<file path="src/rtl/cepf_pkg.sv">
// ----------------------------------------------------------------------------
// cepf_pkg
// Shared types, line codes and crc helpers for the escaped packet framer.
// ----------------------------------------------------------------------------
package cepf_pkg;

  // line control characters
  localparam logic [7:0] CH_SOH  = 8'h01;
  localparam logic [7:0] CH_EOT  = 8'h17;
  localparam logic [7:0] CH_DLE  = 8'h10;
  localparam logic [7:0] ESC_XOR = 8'h20;

  // crc-8 (reflected polynomial, start value)
  localparam logic [7:0] CRC_POLY = 8'h8C;
  localparam logic [7:0] CRC_INIT = 8'hFF;

  // sequence numbers run from one up to this value, then wrap to one
  localparam logic [7:0] SEQ_FIRST = 8'h01;
  localparam logic [7:0] SEQ_MAX   = 8'hFF;

  // default depth of the command queue between front and back
  localparam int unsigned QUEUE_DEPTH_DEF = 2;

  // one classified input beat, ready to be serialized
  typedef struct packed {
    logic       open;   // first byte of a packet: send header first
    logic [7:0] seq;    // sequence number for the header
    logic [7:0] data;   // payload byte
    logic       last;   // close the frame after this byte
    logic [7:0] crc;    // crc after this byte (sent when last)
  } cmd_t;

  // one bit-serial crc byte update, lsb first
  function automatic logic [7:0] crc8_update(logic [7:0] crc, logic [7:0] b);
    logic [7:0] c;
    logic [7:0] d;
    c = crc;
    d = b;
    for (int i = 0; i < 8; i++) begin
      if ((c[0] ^ d[0]) == 1'b1) begin
        c = (c >> 1) ^ CRC_POLY;
      end else begin
        c = c >> 1;
      end
      d = d >> 1;
    end
    return c;
  endfunction

  // bytes that must be escaped on the line
  function automatic logic needs_escape(logic [7:0] b);
    return (b == CH_SOH) || (b == CH_EOT) || (b == CH_DLE);
  endfunction

  // crc after the first sequence number, used at reset
  localparam logic [7:0] SEQ_CRC_FIRST = crc8_update(CRC_INIT, SEQ_FIRST);

endpackage

</file>
<file path="src/rtl/cepf_front.sv">
// ----------------------------------------------------------------------------
// cepf_front
// Accepts payload beats, tracks frame state, sequence number and running crc,
// and pushes one classified command per beat into the queue.
// ----------------------------------------------------------------------------
module cepf_front (
  input  logic            clk_i,
  input  logic            rst_ni,
  // payload input
  input  logic            s_tvalid_i,
  output logic            s_tready_o,
  input  logic [7:0]      s_tdata_i,   // [7:0] payload_byte
  input  logic            s_tlast_i,   // is_last
  // queue push side
  output logic            push_o,
  output cepf_pkg::cmd_t  push_cmd_o,
  input  logic            full_i
);
  import cepf_pkg::*;

  logic       in_frame_q, in_frame_d;
  logic [7:0] seq_q, seq_d;          // number the next frame will carry
  logic [7:0] seq_crc_q, seq_crc_d;  // crc over that number alone
  logic [7:0] crc_q, crc_d;
  logic [7:0] crc_start;
  logic [7:0] crc_new;
  logic       accept;

  assign s_tready_o = !full_i;
  assign accept     = s_tvalid_i && !full_i;

  // crc continues the open frame or starts from the header number
  assign crc_start = in_frame_q ? crc_q : seq_crc_q;
  assign crc_new   = crc8_update(crc_start, s_tdata_i);

  // command for the back end
  always_comb begin
    push_cmd_o.open = !in_frame_q;
    push_cmd_o.seq  = seq_q;
    push_cmd_o.data = s_tdata_i;
    push_cmd_o.last = s_tlast_i;
    push_cmd_o.crc  = crc_new;
  end
  assign push_o = accept;

  // frame state update
  always_comb begin
    in_frame_d = in_frame_q;
    crc_d      = crc_q;
    seq_d      = seq_q;
    seq_crc_d  = seq_crc_q;
    if (accept) begin
      if (s_tlast_i) begin
        in_frame_d = 1'b0;
        crc_d      = CRC_INIT;
      end else begin
        in_frame_d = 1'b1;
        crc_d      = crc_new;
      end
      if (!in_frame_q) begin
        seq_d     = (seq_q == SEQ_MAX) ? SEQ_FIRST : seq_q + 8'd1;
        seq_crc_d = crc8_update(CRC_INIT, seq_d);
      end
    end
  end

  always_ff @(posedge clk_i or negedge rst_ni) begin
    if (!rst_ni) begin
      in_frame_q <= 1'b0;
      crc_q      <= CRC_INIT;
      seq_q      <= SEQ_FIRST;
      seq_crc_q  <= SEQ_CRC_FIRST;
    end else begin
      in_frame_q <= in_frame_d;
      crc_q      <= crc_d;
      seq_q      <= seq_d;
      seq_crc_q  <= seq_crc_d;
    end
  end

endmodule

</file>
<file path="src/rtl/cepf_queue.sv">
// ----------------------------------------------------------------------------
// cepf_queue
// Short register queue of commands between the front and the back end.
// ----------------------------------------------------------------------------
module cepf_queue #(
  parameter int unsigned DEPTH = cepf_pkg::QUEUE_DEPTH_DEF  // 2 .. 16
) (
  input  logic            clk_i,
  input  logic            rst_ni,
  input  logic            push_i,
  input  cepf_pkg::cmd_t  push_cmd_i,
  output logic            full_o,
  input  logic            pop_i,
  output logic            head_valid_o,
  output cepf_pkg::cmd_t  head_cmd_o
);
  import cepf_pkg::*;

  localparam int unsigned PW = $clog2(DEPTH);
  localparam int unsigned CW = $clog2(DEPTH + 1);
  localparam logic [PW-1:0] PTR_LAST = PW'(DEPTH - 1);
  localparam logic [CW-1:0] CNT_FULL = CW'(DEPTH);

  cmd_t          mem_q [DEPTH];
  logic [PW-1:0] wr_ptr_q, rd_ptr_q;
  logic [CW-1:0] count_q;
  logic          do_push, do_pop;

  assign full_o       = (count_q == CNT_FULL);
  assign head_valid_o = (count_q != '0);
  assign head_cmd_o   = mem_q[rd_ptr_q];
  assign do_push      = push_i && !full_o;
  assign do_pop       = pop_i && head_valid_o;

  // storage
  always_ff @(posedge clk_i) begin
    if (do_push) begin
      mem_q[wr_ptr_q] <= push_cmd_i;
    end
  end

  // pointers and fill count
  always_ff @(posedge clk_i or negedge rst_ni) begin
    if (!rst_ni) begin
      wr_ptr_q <= '0;
      rd_ptr_q <= '0;
      count_q  <= '0;
    end else begin
      if (do_push) begin
        wr_ptr_q <= (wr_ptr_q == PTR_LAST) ? '0 : wr_ptr_q + 1'b1;
      end
      if (do_pop) begin
        rd_ptr_q <= (rd_ptr_q == PTR_LAST) ? '0 : rd_ptr_q + 1'b1;
      end
      if (do_push && !do_pop) begin
        count_q <= count_q + 1'b1;
      end else if (do_pop && !do_push) begin
        count_q <= count_q - 1'b1;
      end
    end
  end

endmodule

</file>
<file path="src/rtl/cepf_back.sv">
// ----------------------------------------------------------------------------
// cepf_back
// Serializes queued commands into line bytes: header, escaped fields, crc
// and closing EOT, one beat per cycle into an output register unless stalled.
// ----------------------------------------------------------------------------
module cepf_back (
  input  logic            clk_i,
  input  logic            rst_ni,
  // queue head
  input  logic            head_valid_i,
  input  cepf_pkg::cmd_t  head_cmd_i,
  output logic            pop_o,
  // line output
  output logic            m_tvalid_o,
  input  logic            m_tready_i,
  output logic [7:0]      m_tdata_o,   // [7:0] line_byte
  output logic            m_tlast_o,   // burst_end
  output logic            m_tuser_o    // [0] frame_end
);
  import cepf_pkg::*;

  typedef enum logic [6:0] {
    ST_HEAD = 7'b0000001,  // start of a command
    ST_SOH1 = 7'b0000010,
    ST_SOH2 = 7'b0000100,
    ST_SEQ  = 7'b0001000,
    ST_DATA = 7'b0010000,
    ST_CRC  = 7'b0100000,
    ST_EOT  = 7'b1000000
  } phase_e;

  phase_e     phase_q, phase_d;
  phase_e     cur;
  logic       esc_q, esc_d;
  logic [7:0] raw_byte;
  logic       escapable;
  logic       adv, emit;
  logic [7:0] beat_byte;
  logic       beat_burst, beat_frame;

  logic       out_valid_q;
  logic [7:0] out_byte_q;
  logic       out_burst_q, out_frame_q;

  // output register frees up when empty or taken
  assign adv  = !out_valid_q || m_tready_i;
  assign emit = adv && head_valid_i;

  // effective phase: a new command opens with the header or goes to data
  always_comb begin
    if (phase_q == ST_HEAD) begin
      cur = head_cmd_i.open ? ST_SOH1 : ST_DATA;
    end else begin
      cur = phase_q;
    end
  end

  // byte of the current phase
  always_comb begin
    case (cur)
      ST_SOH1, ST_SOH2: raw_byte = CH_SOH;
      ST_SEQ:           raw_byte = head_cmd_i.seq;
      ST_DATA:          raw_byte = head_cmd_i.data;
      ST_CRC:           raw_byte = head_cmd_i.crc;
      ST_EOT:           raw_byte = CH_EOT;
      default:          raw_byte = head_cmd_i.data;
    endcase
    escapable = (cur == ST_SEQ || cur == ST_DATA || cur == ST_CRC)
                && needs_escape(raw_byte);
  end

  // sequencer
  always_comb begin
    phase_d    = phase_q;
    esc_d      = esc_q;
    pop_o      = 1'b0;
    beat_byte  = raw_byte;
    beat_burst = 1'b0;
    beat_frame = (cur == ST_EOT);
    if (escapable && !esc_q) begin
      // first half of an escape pair
      beat_byte = CH_DLE;
      if (emit) begin
        esc_d = 1'b1;
      end
    end else begin
      if (esc_q) begin
        beat_byte = raw_byte ^ ESC_XOR;
      end
      case (cur)
        ST_SOH1: phase_d = ST_SOH2;
        ST_SOH2: phase_d = ST_SEQ;
        ST_SEQ:  phase_d = ST_DATA;
        ST_DATA: begin
          if (head_cmd_i.last) begin
            phase_d = ST_CRC;
          end else begin
            phase_d    = ST_HEAD;
            beat_burst = 1'b1;
          end
        end
        ST_CRC:  phase_d = ST_EOT;
        ST_EOT: begin
          phase_d    = ST_HEAD;
          beat_burst = 1'b1;
        end
        default: phase_d = ST_HEAD;
      endcase
      if (emit) begin
        esc_d = 1'b0;
        pop_o = beat_burst;
      end else begin
        phase_d = phase_q;
      end
    end
  end

  always_ff @(posedge clk_i or negedge rst_ni) begin
    if (!rst_ni) begin
      phase_q     <= ST_HEAD;
      esc_q       <= 1'b0;
      out_valid_q <= 1'b0;
    end else begin
      phase_q <= phase_d;
      esc_q   <= esc_d;
      if (adv) begin
        out_valid_q <= head_valid_i;
      end
    end
  end

  // output payload register
  always_ff @(posedge clk_i) begin
    if (emit) begin
      out_byte_q  <= beat_byte;
      out_burst_q <= beat_burst;
      out_frame_q <= beat_frame;
    end
  end

  assign m_tvalid_o = out_valid_q;
  assign m_tdata_o  = out_byte_q;
  assign m_tlast_o  = out_burst_q;
  assign m_tuser_o  = out_frame_q;

  // the closing EOT always ends the burst of its input beat
  a_eot_ends_burst : assert property (@(posedge clk_i) disable iff (!rst_ni)
    out_valid_q && out_frame_q |-> out_burst_q)
    else $error("closing EOT without burst end");

  // a pending escape never sits on the second SOH or the EOT phase
  a_esc_phase : assert property (@(posedge clk_i) disable iff (!rst_ni)
    esc_q |-> !(phase_q == ST_SOH2 || phase_q == ST_EOT))
    else $error("escape pending in unescaped phase");

  // retiring a command puts its burst end on the output next cycle
  a_pop_burst : assert property (@(posedge clk_i) disable iff (!rst_ni)
    pop_o |=> out_valid_q && out_burst_q)
    else $error("command retired without burst end beat");

  // a command is only retired when it ends at the head phase
  a_pop_head : assert property (@(posedge clk_i) disable iff (!rst_ni)
    pop_o |=> phase_q == ST_HEAD && !esc_q)
    else $error("sequencer not back at head after retire");

endmodule

</file>
<file path="src/rtl/crc8_escaped_packet_framer.sv">
// ----------------------------------------------------------------------------
// crc8_escaped_packet_framer
// Byte-stuffed transmit framer with crc-8 (reflected poly 0x8C, init 0xFF) and sequence numbers.
// ----------------------------------------------------------------------------
// Each payload beat in comes out as one burst of line beats; tlast on the
// output marks the final beat of a burst and tuser marks the closing EOT. A
// packet's first byte adds SOH SOH and the sequence number, its last byte
// adds the crc and EOT, and SOH, EOT or DLE inside sequence, payload or crc
// go out as DLE plus the byte xor 0x20. The input takes a beat every cycle
// while the command queue has room; the output sequencer sends one line beat
// per cycle while the line side takes them. A beat makes 1 line byte for a
// plain mid-packet byte, 2 if escaped, up to 9 for a one-byte packet. The
// queue of QUEUE_DEPTH commands lets the input run ahead of the line side.
// ----------------------------------------------------------------------------
module crc8_escaped_packet_framer #(
  parameter int unsigned QUEUE_DEPTH = cepf_pkg::QUEUE_DEPTH_DEF  // 2 .. 16
) (
  input  logic       clk_i,
  input  logic       rst_ni,
  // payload input
  input  logic       s_tvalid_i,
  output logic       s_tready_o,
  input  logic [7:0] s_tdata_i,   // [7:0] payload_byte
  input  logic       s_tlast_i,   // is_last
  // line output
  output logic       m_tvalid_o,
  input  logic       m_tready_i,
  output logic [7:0] m_tdata_o,   // [7:0] line_byte
  output logic       m_tlast_o,   // burst_end
  output logic       m_tuser_o    // [0] frame_end
);
  import cepf_pkg::*;

  logic push, full, pop, head_valid;
  cmd_t push_cmd, head_cmd;

  // classify input beats
  cepf_front u_front (
    .clk_i      (clk_i),
    .rst_ni     (rst_ni),
    .s_tvalid_i (s_tvalid_i),
    .s_tready_o (s_tready_o),
    .s_tdata_i  (s_tdata_i),
    .s_tlast_i  (s_tlast_i),
    .push_o     (push),
    .push_cmd_o (push_cmd),
    .full_i     (full)
  );

  // command queue
  cepf_queue #(
    .DEPTH (QUEUE_DEPTH)
  ) u_queue (
    .clk_i        (clk_i),
    .rst_ni       (rst_ni),
    .push_i       (push),
    .push_cmd_i   (push_cmd),
    .full_o       (full),
    .pop_i        (pop),
    .head_valid_o (head_valid),
    .head_cmd_o   (head_cmd)
  );

  // serialize onto the line
  cepf_back u_back (
    .clk_i        (clk_i),
    .rst_ni       (rst_ni),
    .head_valid_i (head_valid),
    .head_cmd_i   (head_cmd),
    .pop_o        (pop),
    .m_tvalid_o   (m_tvalid_o),
    .m_tready_i   (m_tready_i),
    .m_tdata_o    (m_tdata_o),
    .m_tlast_o    (m_tlast_o),
    .m_tuser_o    (m_tuser_o)
  );

endmodule

</file>
<file path="config.mk">
export PLATFORM = sky130hd
export DESIGN_NAME = crc8_escaped_packet_framer
export DESIGN_NICKNAME = d
export VERILOG_FILES = /design/src/rtl/cepf_pkg.sv /design/src/rtl/cepf_front.sv /design/src/rtl/cepf_queue.sv /design/src/rtl/cepf_back.sv /design/src/rtl/crc8_escaped_packet_framer.sv
export SDC_FILE = /design/constraint.sdc
export NUM_CORES = 1
export LEC_CHECK = 0
export BUFFER_PORTS_ARGS = -buffer_cell sky130_fd_sc_hd__buf_2
export CORE_ASPECT_RATIO = 0.7
export CORE_MARGIN = 4
export CORE_UTILIZATION = 61
export DETAILED_ROUTE_END_ITERATION = 16
export GPL_TIMING_DRIVEN = 0
export PLACE_DENSITY = 0.79
export SLEW_MARGIN = 20
export SYNTH_ARGS = -nofsm -noshare
export SYNTH_HDL_FRONTEND = slang
export SYNTH_HIERARCHICAL = 1
export SYNTH_SLANG_ARGS = --single-unit
</file>
<file path="constraint.sdc">
create_clock -name clk_i -period 3.9 [get_ports clk_i]
set_input_delay 0.39 -clock clk_i [delete_from_list [all_inputs] [get_ports clk_i]]
set_output_delay 0.39 -clock clk_i [all_outputs]
set_load 0.005 [all_outputs]
</file>
==> results.md, run 1 <==
* Routability cong. at 0.8684
* Antenna fix cells at 0
* Postcts setup bufs at 0
* Final instance area at 5569 µm²
* Slew Viols, Final at 0
* Async SR Flop Fraction at 37.37%
* Die span in x at 116.2 µm
* CP startpoint kind: flop
* Pre-CTS WS at 0.3583 ns
* Hpwl dp at 6594 µm
* DR top layer: met4
* CTS max path bufs at 2
* Vias per inst at 5.901
* Sequential power share at 35.1%
* Max cap viols at 0
* Drt initial violations at 248
* TritonRoute pass-1 iters at 5
* Post-synthesis sequential area ratio at 56.19%
* Clock-pin slew on the worst setup and hold paths at 0.07 ns
* # rows at 27
* Worst Path Class, Setup: flop to flop
* Mean Syn Cell Area at 13.72 µm²
* Cell count after placement at 489
* Post-synthesis cell type count at 62
* Clk_lat worst skew at 0.34 ns
* WL met1 at 4342 µm
* Layout cells sized above 1 at 29.70%
* Setup slack after layout at 0.2841 ns
* Comb pwr share at 48.6%
* Clk pwr share at 16.3%
* Main synth FF type: edfxtp_1
* VDD IR-drop max at 0.8871 mV
* Post-synth EDFFs at 62
* Setup crit end kind: flop
* Synth Cell Area at 4995 µm²
* Post-DP Area at 5250 µm²
* Met2 WL at 4242 µm
* Status: complete, no violations
* Post-route ant nets at 0
* Die Y at 83.71 µm
* RSZ-0062 raised after global routing: false
* Synthesized flop and latch total at 99
* YS warnings at 6
* Area of the die at 9723 µm²
* Top-area cell type share of the netlist area at 37.27%
* Cell Count, Final, Fillers Out at 505
* Final core occ at 70.45%
* Metal3 WL at 615 µm
* Largest net degree at the start of global routing at 38
* Internal power at 3730 µW
* Vias in the first global route at 2801
* CTS HTree Levels at 3
* CP max FO at 7
* Top cells by area, synth: edfxtp_1 (37%), dfrtp_1 (11%), dfstp_2 (7.9%)
* P_leak at 0.002286 µW
* Initial antenna violation count at 0
* Slew HR at 42.31%
* Post-Synthesis Cells at 364
* Clk_skew at 0.008132 ns
* Fmax achieved at 276.6 MHz
* Gr ovfl total at 0
* Remaining routing DRC violations at 0
* Final worst-path cycle share at 92.72%
* CTS buffer count at 9
* Switching power at 2023 µW
* Fillers at 532
* Drt total wl at 9353 µm
* Core Box Area at 7905 µm²
* IO Port Bufs at 24
* Syn_nets at 379
* GRT Total Usage at 20.76%
* Tmin final at 3.616 ns
* Final Hold Viols at 0
* Sw frac at 35.16%
* Setup TNS at 0 ns
* # IOs at 25
* Clk sinks at 99
* Vias at 2980
* First-pass GRT wire length at 15200 µm
* CTS tree: done
* CTS root buffer: clkbuf_16
* # hold bufs at CTS at 0
* Layout area overhead at 11.50%
* Fin nets at 414
* Area leader, netlist: edfxtp_1
* Power density cells at 1033 nW/µm²
* Worst slew pin tran at 0.8653 ns
* Routed WL per cell at 18.52 µm
* Req. time, crit path at 4.16 ns
* Final Setup Violations at 0
* Most frequent cell after synthesis: edfxtp_1
* CTS resizes at 0
* Crit path DAT at 3.88 ns
* Hold Path Class: input pin to async pin
* Most instantiated cells after synthesis: edfxtp_1 (62), nand2_1 (26), mux2_4 (23), xnor2_1 (23), dfrtp_1 (22)
* Starting Density at 63.18%
[per-layer routing]
metal / vias up / track usage [%]
li1: 1388 / -
met1: 1477 / 30.31
met2: 102 / 30.65
met3: 13 / 4.638
met4: 0 / 7.376
met5: - / 0
[final cells by class]
cell class	count	area (µm²)	share of cell area, %
buffer	22	175.2	3.145
clock buffer	10	229.0	4.111
clock inverter	6	90.09	1.618
inverter	18	67.56	1.213
multi-input combinational	225	1954	35.09
sequential	99	2806	50.39
tap	101	126.4	2.269
timing repair buffer	24	120.1	2.157
[path summary, 6_finish.rpt]
path | from | endpoint | slack [ns] | depth (start not counted)
min | rst_ni | u_front/seq_q[4]$_DFFE_PN0P_ | 0.16 | 1
min reg2reg | u_front/seq_crc_q[2]$_DFFE_PN0P_ | u_front/seq_crc_q[2]$_DFFE_PN0P_ | 0.49 | 2
max in group asynchronous | rst_ni | u_front/seq_q[5]$_DFFE_PN0P_ | 3.19 | 1
min in group clk_i | m_tready_i | u_back/m_tvalid_o$_DFFE_PN0N_ | 0.34 | 3
max | u_back/phase_q[2]$_DFFE_PN0P_ | u_queue/count_q[1]$_DFFE_PN0P_ | 0.28 | 12
max reg2reg | u_back/phase_q[2]$_DFFE_PN0P_ | u_queue/count_q[1]$_DFFE_PN0P_ | 0.28 | 12
[metrics by stage]
step,hold slack (ns),power (µW)
2_1_floorplan,0.09441,4170
6_report,0.1622,5752
4_1_cts,0.1854,5775
3_5_place_dp,0.4653,4794
5_1_grt,0.2236,6100
3_3_place_gp,0.4475,4706
[power groups by stage]
stage	Clock [µW]	Sequential [µW]	Combinational, µW
CTS	960	2020	2800
global placement	0	2010	2700
detailed placement	0	2030	2760
finish	937	2020	2800
global route	1000	2060	3040
floorplan	0	1980	2190
[worst max-delay path, cell delays in order (launching register included)]
cell	delay, ns
dfrtp_1	0.42
or4_4	0.56
nor3b_4	0.40
nor3_2	0.16
a222oi_1	0.55
o211a_1	0.26
nand3_2	0.09
nor2_1	0.34
nor3_1	0.11
nand2_2	0.09
ha_1	0.25
nor2_1	0.14
xor2_1	0.15
[cell usage in the layout (no fill, tap or decap), drive strengths merged, types with 2 or more instances in the layout]
cell type and count:
xor3 2, buf 41, o21ai 16, a221o 2, and3 3, clkinv 3
a21boi 3, o221ai 2, xnor3 6, dfstp 15, clkbuf 15, or3 3
a21oi 8, mux2i 11, inv 18, ha 2, xnor2 24, bufinv 2
a222oi 3, edfxtp 62, nor3 6, nand4 3, a22oi 2, xor2 14
nand3 2, or4 4, nand2b 4, mux2 32, nor2 20, o211a 2
a221oi 3, o22a 5, nand2 27, dfrtp 22
[sequential cells by signal (all words and copies together) (netlist names)]
signal,cells
u_queue/count_q,2
u_back/esc_q,1
u_back/m_tdata_o,8
u_back/m_tlast_o,1
u_queue/mem_q,52
u_front/in_frame_q,1
u_front/crc_q,8
u_queue/rd_ptr_q,1
u_back/phase_q,6
u_back/m_tvalid_o,1
u_front/seq_crc_q,8
u_queue/wr_ptr_q,1
u_front/seq_q,8
u_back/m_tuser_o,1
[logic make-up (layout without fill, tap and decap cells)]
kind of cell             count (synthesis)  count (layout)  share of synthesized area (%)
flip-flops                              99              99                          56.19
adder cells (fa/ha/maj)                  2               2                         0.5009
AO/OA/AOI/OAI                           54              54                          7.791
buffers and inverters                   40              80                          4.859
XOR/XNOR                                46              46                          10.67
multiplexers                            43              43                          11.22
AND/OR/NAND/NOR                         80              80                          8.768
Power figures use the tool's default switching activity.
==> run 2: changes to the inputs <==
--- a/config.mk
+++ b/config.mk
@@ -11,9 +11,8 @@
 export CORE_UTILIZATION = 61
 export DETAILED_ROUTE_END_ITERATION = 16
 export GPL_TIMING_DRIVEN = 0
-export PLACE_DENSITY = 0.79
+export PLACE_DENSITY = 0.8
 export SLEW_MARGIN = 20
 export SYNTH_ARGS = -nofsm -noshare
 export SYNTH_HDL_FRONTEND = slang
-export SYNTH_HIERARCHICAL = 1
 export SYNTH_SLANG_ARGS = --single-unit
==> run 2 against run 1 <==
Net effect: sequential power about the same; sequential cell count unchanged; via count increased by 3.1%; power decreased by 12%; largest power group unchanged; final cell count increased by 3.2%; register-to-register slack improved by 0.05 ns; clock skew about the same; critical endpoint is now u_queue.count_q[1]$_DFFE_PN0P_; global-route usage increased by 2.1 points; synthesized cell count increased by 5.2%; count of clock-buffer cells in the layout unchanged.
==> results.md, run 2 <==
* Status: complete, no violations
* # rows at 26
* Most frequent cells in the layout: edfxtp_1 (62), mux2i_1 (32), nor2_1 (31)
* Crit path cell chain: clkbuf_1, nor4_1, nand3_1, a21oi_1, a211o_1, a2bb2oi_1, or4b_1, buf_2, o211ai_1, ha_1, xor2_1, nor2_1, xor2_1
* Max reg flops at 52
* Mean Syn Cell Area at 12.33 µm²
* Largest net degree at the start of global routing at 38
* Post-synthesis cell type count at 48
* WP buf/inv at 2
* Async SR Flop Fraction at 37.37%
* First-pass GRT wire length at 15990 µm
* Cell Count, Final, Fillers Out at 521
* GRT Total Usage at 22.85%
* Fin nets at 433
* Post-Synthesis Cells at 383
* Worst slew pin tran at 0.8344 ns
* Register area at 2806 µm²
* Setup TNS at 0 ns
* Clk_lat worst skew at 0.36 ns
* Clock-pin slew on the worst setup and hold paths at 0.09 ns
* Area leader, netlist: edfxtp_1
* Remaining routing DRC violations at 0
* Multi-input logic area at 1804 µm²
* Clk_skew at 0.007865 ns
* Vias per inst at 5.898
* Fillers at 527
* Most instantiated cells after synthesis: edfxtp_1 (62), nor2_1 (33), mux2i_1 (32), nand2_1 (27), xnor2_1 (27)
* Max cap viols at 0
* Worst Path Class, Setup: flop to flop
* Routability cong. at 0.9168
* CTS buffer count at 9
* Area of the die at 9233 µm²
* Cell count after placement at 505
* Post-synth EDFFs at 62
* CP max FO at 10
* IO Port Bufs at 24
* P_leak at 0.002033 µW
* CTS max path bufs at 2
* Hpwl dp at 6976 µm
* Initial antenna violation count at 0
* Crit path DAT at 3.83 ns
* CP startpoint kind: flop
* Final Hold Viols at 0
* Cell mode on critical path: xor2_1
* # IOs at 25
* Layout area overhead at 9.515%
* Top-area cell type share of the netlist area at 39.44%
* Worst path top cell family by delay: simple AND/OR/NAND/NOR gates
* Synthesized flop and latch total at 99
* Core Box Area at 7417 µm²
* Setup crit end kind: flop
* Final worst-path cycle share at 91.48%
* Critical path's slowest cell: dfstp_2
* TritonRoute pass-1 iters at 5
* Fmax achieved at 280.3 MHz
* Hold Path Class: input pin to async pin
* Routed WL per cell at 18.35 µm
* Syn_nets at 398
* WHS at 0.1135 ns
* Req. time, crit path at 4.16 ns
* RSZ-0062 raised after global routing: false
* Power density cells at 982.9 nW/µm²
* CTS tree: done
* Die Y at 81.60 µm
* Starting Density at 63.65%
* Final Setup Violations at 0
* # hold bufs at CTS at 0
* Clk sinks at 99
* Main synth FF type: edfxtp_1
* Gr ovfl total at 0
* Tmin final at 3.568 ns
* Reg with most FFs: u_queue.mem_q
* Most frequent cell after synthesis: edfxtp_1
* Vias in the first global route at 3145
* Commonest non-fill, non-tap cell in the layout: edfxtp_1
* Post-synthesis sequential area ratio at 59.45%
* Post-route ant nets at 0
* Reg2reg setup slack at 0.33 ns
* VDD IR-drop max at 0.6110 mV
* Antenna fix cells at 0
* Drt initial violations at 179
* Slew HR at 44.37%
* Vias at 3073
* Postcts setup bufs at 0
* Slew Viols, Final at 0
* Die span in x at 113.1 µm
* CTS HTree Levels at 3
* Synth Cell Area at 4721 µm²
* Drt total wl at 9561 µm
* Top cells by area, synth: edfxtp_1 (39%), dfrtp_1 (12%), dfstp_2 (8.3%)
* CTS root buffer: clkbuf_8
* YS warnings at 0
* Layout cells sized above 1 at 19.39%
* Worst path max stage delay at 0.57 ns
## run 2: kinds of logic (layout without fill, tap and decap cells)
| logic type | Yosys count | count (layout) | share of synthesized area (%) |
|---|---|---|---|
| xor gates and xnor gates | 48 | 48 | 8.906 |
| adders and majority gates | 2 | 2 | 0.5300 |
| buffers and inverters | 29 | 69 | 2.783 |
| DFF | 99 | 99 | 59.45 |
| and+or+nand+nor | 105 | 105 | 10.84 |
| muxes | 41 | 41 | 9.091 |
| AOI/OAI and AO/OA | 59 | 59 | 8.402 |
## run 2: area by class of cell
type | instances | area share [%]
flip-flops and latches | 99 | 54.28
multi-input cells | 255 | 34.90
clock buffers | 10 | 2.662
well taps | 98 | 2.372
repair buffers | 24 | 2.323
plain buffers | 18 | 1.742
clock inverters | 6 | 0.9197
inverters | 11 | 0.7986
## run 2: power by group
part           switching (µW)  total, µW  internal, µW  leakage (µW)
clock network             363        619           256     0.0000937
registers                 204       2010          1810       0.00102
logic                    1480       2450           965      0.000915
total                    2050       5080          3030       0.00203
## run 2: timing repair
action                                  CTS  global route
endpoints found under the setup margin    0             1
endpoints found under the hold margin     0             0
resized for setup                         0             1
## run 2: path summary, 6_finish.rpt
check,start,endpoint,cells past startpoint
worst min register to register,u_front.seq_crc_q[4]$_DFFE_PN0P_,u_front.seq_crc_q[4]$_DFFE_PN0P_,2
min in group clk_i,s_tdata_i[0],u_queue.mem_q[1][9]$_DFFE_PP_,1
worst min-delay path,rst_ni,u_back.phase_q[2]$_DFFE_PN0P_,1
worst max register to register,u_back.phase_q[0]$_DFFE_PN1P_,u_queue.count_q[1]$_DFFE_PN0P_,13
worst max-delay path,u_back.phase_q[0]$_DFFE_PN1P_,u_queue.count_q[1]$_DFFE_PN0P_,13
max in group asynchronous,rst_ni,u_queue.wr_ptr_q$_DFFE_PN0P_,1
## run 2: per-stage QoR
stage               cell area, µm²  worst slack [ns]  util (%)  total power (µW)
floorplan                     4721            0.8492         -              3808
global placement              4964            0.3627     66.92              4326
detailed placement            4979            0.2762     67.12              4441
CTS                           5164            0.2385     69.62              5062
global route                  5170           0.09565     69.70              5429
finish                        5170            0.3322     69.70              5082
## run 2: metal layers
layer  wire [µm]  track usage (%)
met4         126            8.643
met3         763            5.007
met5           0                0
met2        4539            36.23
met1        4132            31.43
==> run 3: changes to the inputs <==
--- a/config.mk
+++ b/config.mk
@@ -6,12 +6,14 @@
 export NUM_CORES = 1
 export LEC_CHECK = 0
 export BUFFER_PORTS_ARGS = -buffer_cell sky130_fd_sc_hd__buf_2
+export CELL_PAD_IN_SITES_DETAIL_PLACEMENT = 1
+export CELL_PAD_IN_SITES_GLOBAL_PLACEMENT = 2
 export CORE_ASPECT_RATIO = 0.7
 export CORE_MARGIN = 4
-export CORE_UTILIZATION = 61
+export CORE_UTILIZATION = 42
 export DETAILED_ROUTE_END_ITERATION = 16
 export GPL_TIMING_DRIVEN = 0
-export PLACE_DENSITY = 0.8
+export PLACE_DENSITY_LB_ADDON = 0.1
 export SLEW_MARGIN = 20
 export SYNTH_ARGS = -nofsm -noshare
 export SYNTH_HDL_FRONTEND = slang
==> run 3 against run 2 <==
Net effect: global-route usage is 5.1 points lower; critical path type unchanged; maximum frequency is 1.6% higher; combinational power is 5% higher; sequential cell count stayed put; via count is 2.1% lower; routed wire length is 13% higher; largest power group unchanged; first-iteration DRC count is 28% lower; non-clock buffer count is 4 higher; highest routed layer unchanged.
==> results.md, run 3 (synthesis gave the netlist of run 2 again) <==
* Max cap viols at 0
* Clk_skew at 0.01120 ns
* # rows at 32
* Die Y at 96.70 µm
* Fmax achieved at 284.7 MHz
* IO Port Bufs at 24
* VDD IR-drop max at 0.3268 mV
* R2R cell count at 14
* Final Setup Violations at 0
* Tmin final at 3.513 ns
* TritonRoute pass-1 iters at 4
* Metal3 WL at 291 µm
* CP startpoint kind: flop
* Vias at 3007
* Clk_lat worst skew at 0.35 ns
* Req. time, crit path at 4.17 ns
* Area of the die at 13030 µm²
* Met2 WL at 5080 µm
* WL met1 at 5368 µm
* Max reg flops at 52
* WP buf/inv at 4
* Worst Setup SP: u_queue.rd_ptr_q$_DFFE_PN0P_
* CTS HTree Levels at 3
* Critical R2R Capture: u_queue.count_q[1]$_DFFE_PN0P_
* RSZ-0062 raised after global routing: false
* Vias in the first global route at 3174
* Power density cells at 1003 nW/µm²
* Die span in x at 134.7 µm
* CTS root buffer: clkbuf_16
* Final Hold Viols at 0
* Vias per inst at 5.184
* CTS tree: done
* Gr ovfl total at 0
* Stages on the worst setup path at 14
* DR top layer: met4
* Commonest non-fill, non-tap cell in the layout: edfxtp_1
* Setup crit end kind: flop
* Fin nets at 437
* Starting Density at 42.88%
* P_leak at 0.002104 µW
* Status: complete, no violations
* Initial antenna violation count at 0
* Routed WL per cell at 18.70 µm
* Hpwl dp at 8150 µm
* Hold Path Class: input pin to async pin
* First-pass GRT wire length at 17680 µm
* CP max FO at 10
* CTS buffer count at 9
* Drt total wl at 10850 µm
* # IOs at 25
* Critical path's slowest cell: nor4_2
* Slew HR at 38.89%
* Setup TNS at 0 ns
* Crit path DAT at 3.78 ns
* Routability cong. at 0.8010
* Drt initial violations at 128
* Clock-pin slew on the worst setup and hold paths at 0.07 ns
* Remaining routing DRC violations at 0
* CTS max path bufs at 2
* WHS at 0.1594 ns
* Layout area overhead at 14.44%
* Fillers at 1162
* Most frequent cells in the layout: edfxtp_1 (62), mux2i_1 (32), nor2_1 (31)
* Reg2reg setup slack at 0.39 ns
* Final worst-path cycle share at 90.07%
* GRT Total Usage at 17.79%
* Largest net degree at the start of global routing at 38
* Reg2reg start: u_queue.rd_ptr_q$_DFFE_PN0P_
* Core Box Area at 11010 µm²
* Reg with most FFs: u_queue.mem_q
* Post-route ant nets at 0
* Antenna fix cells at 0
* Worst slew pin tran at 0.9167 ns
* Layout cells sized above 1 at 19.91%
* Worst Path Class, Setup: flop to flop
* Worst path max stage delay at 0.52 ns
* Clk sinks at 99
* Final core occ at 49.07%
* Slew Viols, Final at 0
* Crit path cell chain: buf_2, buf_2, buf_2, mux2i_1, nor2_1, nor4_2, xor2_1, a21oi_2, o211ai_1, buf_4, ha_1, xor2_1, nor2_1, xor2_1
* Worst path top cell family by delay: buffers and inverters
* CP endpoint: u_queue.count_q[1]$_DFFE_PN0P_
[run 3: cell count changes in the layout (fill, tap and decap cells not counted), sizes merged]
cell | previous run | this run
buf | 34 | 38
[run 3: where the power goes]
part,internal (µW),leakage (µW),switching [µW]
registers,1810,0.00102,203
clock network,439,0.000132,394
logic,1020,0.000948,1560
[run 3: worst reg2reg max path: cells and delay by family, from the launching register on]
kind | cells | cell delay, ns
AOI/OAI and AO/OA | 2 | 0.44
xor gates and xnor gates | 3 | 0.45
adders and majority gates | 1 | 0.19
buffers and inverters | 4 | 1.03
DFF | 1 | 0.33
muxes | 1 | 0.27
and+or+nand+nor | 3 | 0.73
[run 3: metal layers]
metal | global-route usage (%) | vias to the layer above
li1 | - | 1452
met1 | 24.88 | 1520
met2 | 28.35 | 26
met3 | 3.794 | 9
met4 | 4.538 | 0
met5 | 0 | -
[run 3: area by class of cell]
cell class	instances	area [µm²]	share of cell area, %
Multi-Input combinational cell	255	1808	33.46
Tap cell	153	191.4	3.543
Buffer	18	90.09	1.667
Timing Repair Buffer	28	190.2	3.520
Inverter	11	41.29	0.7642
Sequential cell	99	2806	51.95
Clock buffer	10	229.0	4.238
Clock inverter	6	46.29	0.8569
[run 3: worst min-delay path by stage]
stage | from | cells after the start | to | slack, ns
after floorplan | rst_ni | 0 | u_back.esc_q$_DFFE_PN0P_ | 0.09
after global placement | u_front.seq_q[6]$_DFFE_PN0P_ | 0 | u_queue.mem_q[0][23]$_DFFE_PP_ | 0.46
after detailed placement | u_front.seq_q[6]$_DFFE_PN0P_ | 0 | u_queue.mem_q[1][23]$_DFFE_PP_ | 0.47
after CTS | rst_ni | 1 | u_back.esc_q$_DFFE_PN0P_ | 0.20
after global routing | rst_ni | 1 | u_back.esc_q$_DFFE_PN0P_ | 0.23
final | rst_ni | 1 | u_back.esc_q$_DFFE_PN0P_ | 0.16
[run 3: what timing repair did]
action | 4_1_cts | 5_1_grt
resized for setup | 1 | 1
cloned | 0 | 0
endpoints found under the setup margin | 1 | 1
hold endpoints to repair | 0 | 0
hold buffers | 0 | 0
pin swaps | 0 | 1
buffers inserted | 0 | 2
[run 3: through the flow]
step | power, µW | setup slack, ns | cells | cell area (µm²)
3_5_place_dp | 4596 | 0.003789 | 562 | 5102
5_1_grt | 5824 | 0.1977 | 580 | 5403
3_3_place_gp | 4462 | 0.06186 | 560 | 5032
4_1_cts | 5448 | 0.1843 | 578 | 5384
6_report | 5419 | 0.3874 | 580 | 5403
2_1_floorplan | 3808 | 0.8492 | 383 | 4721
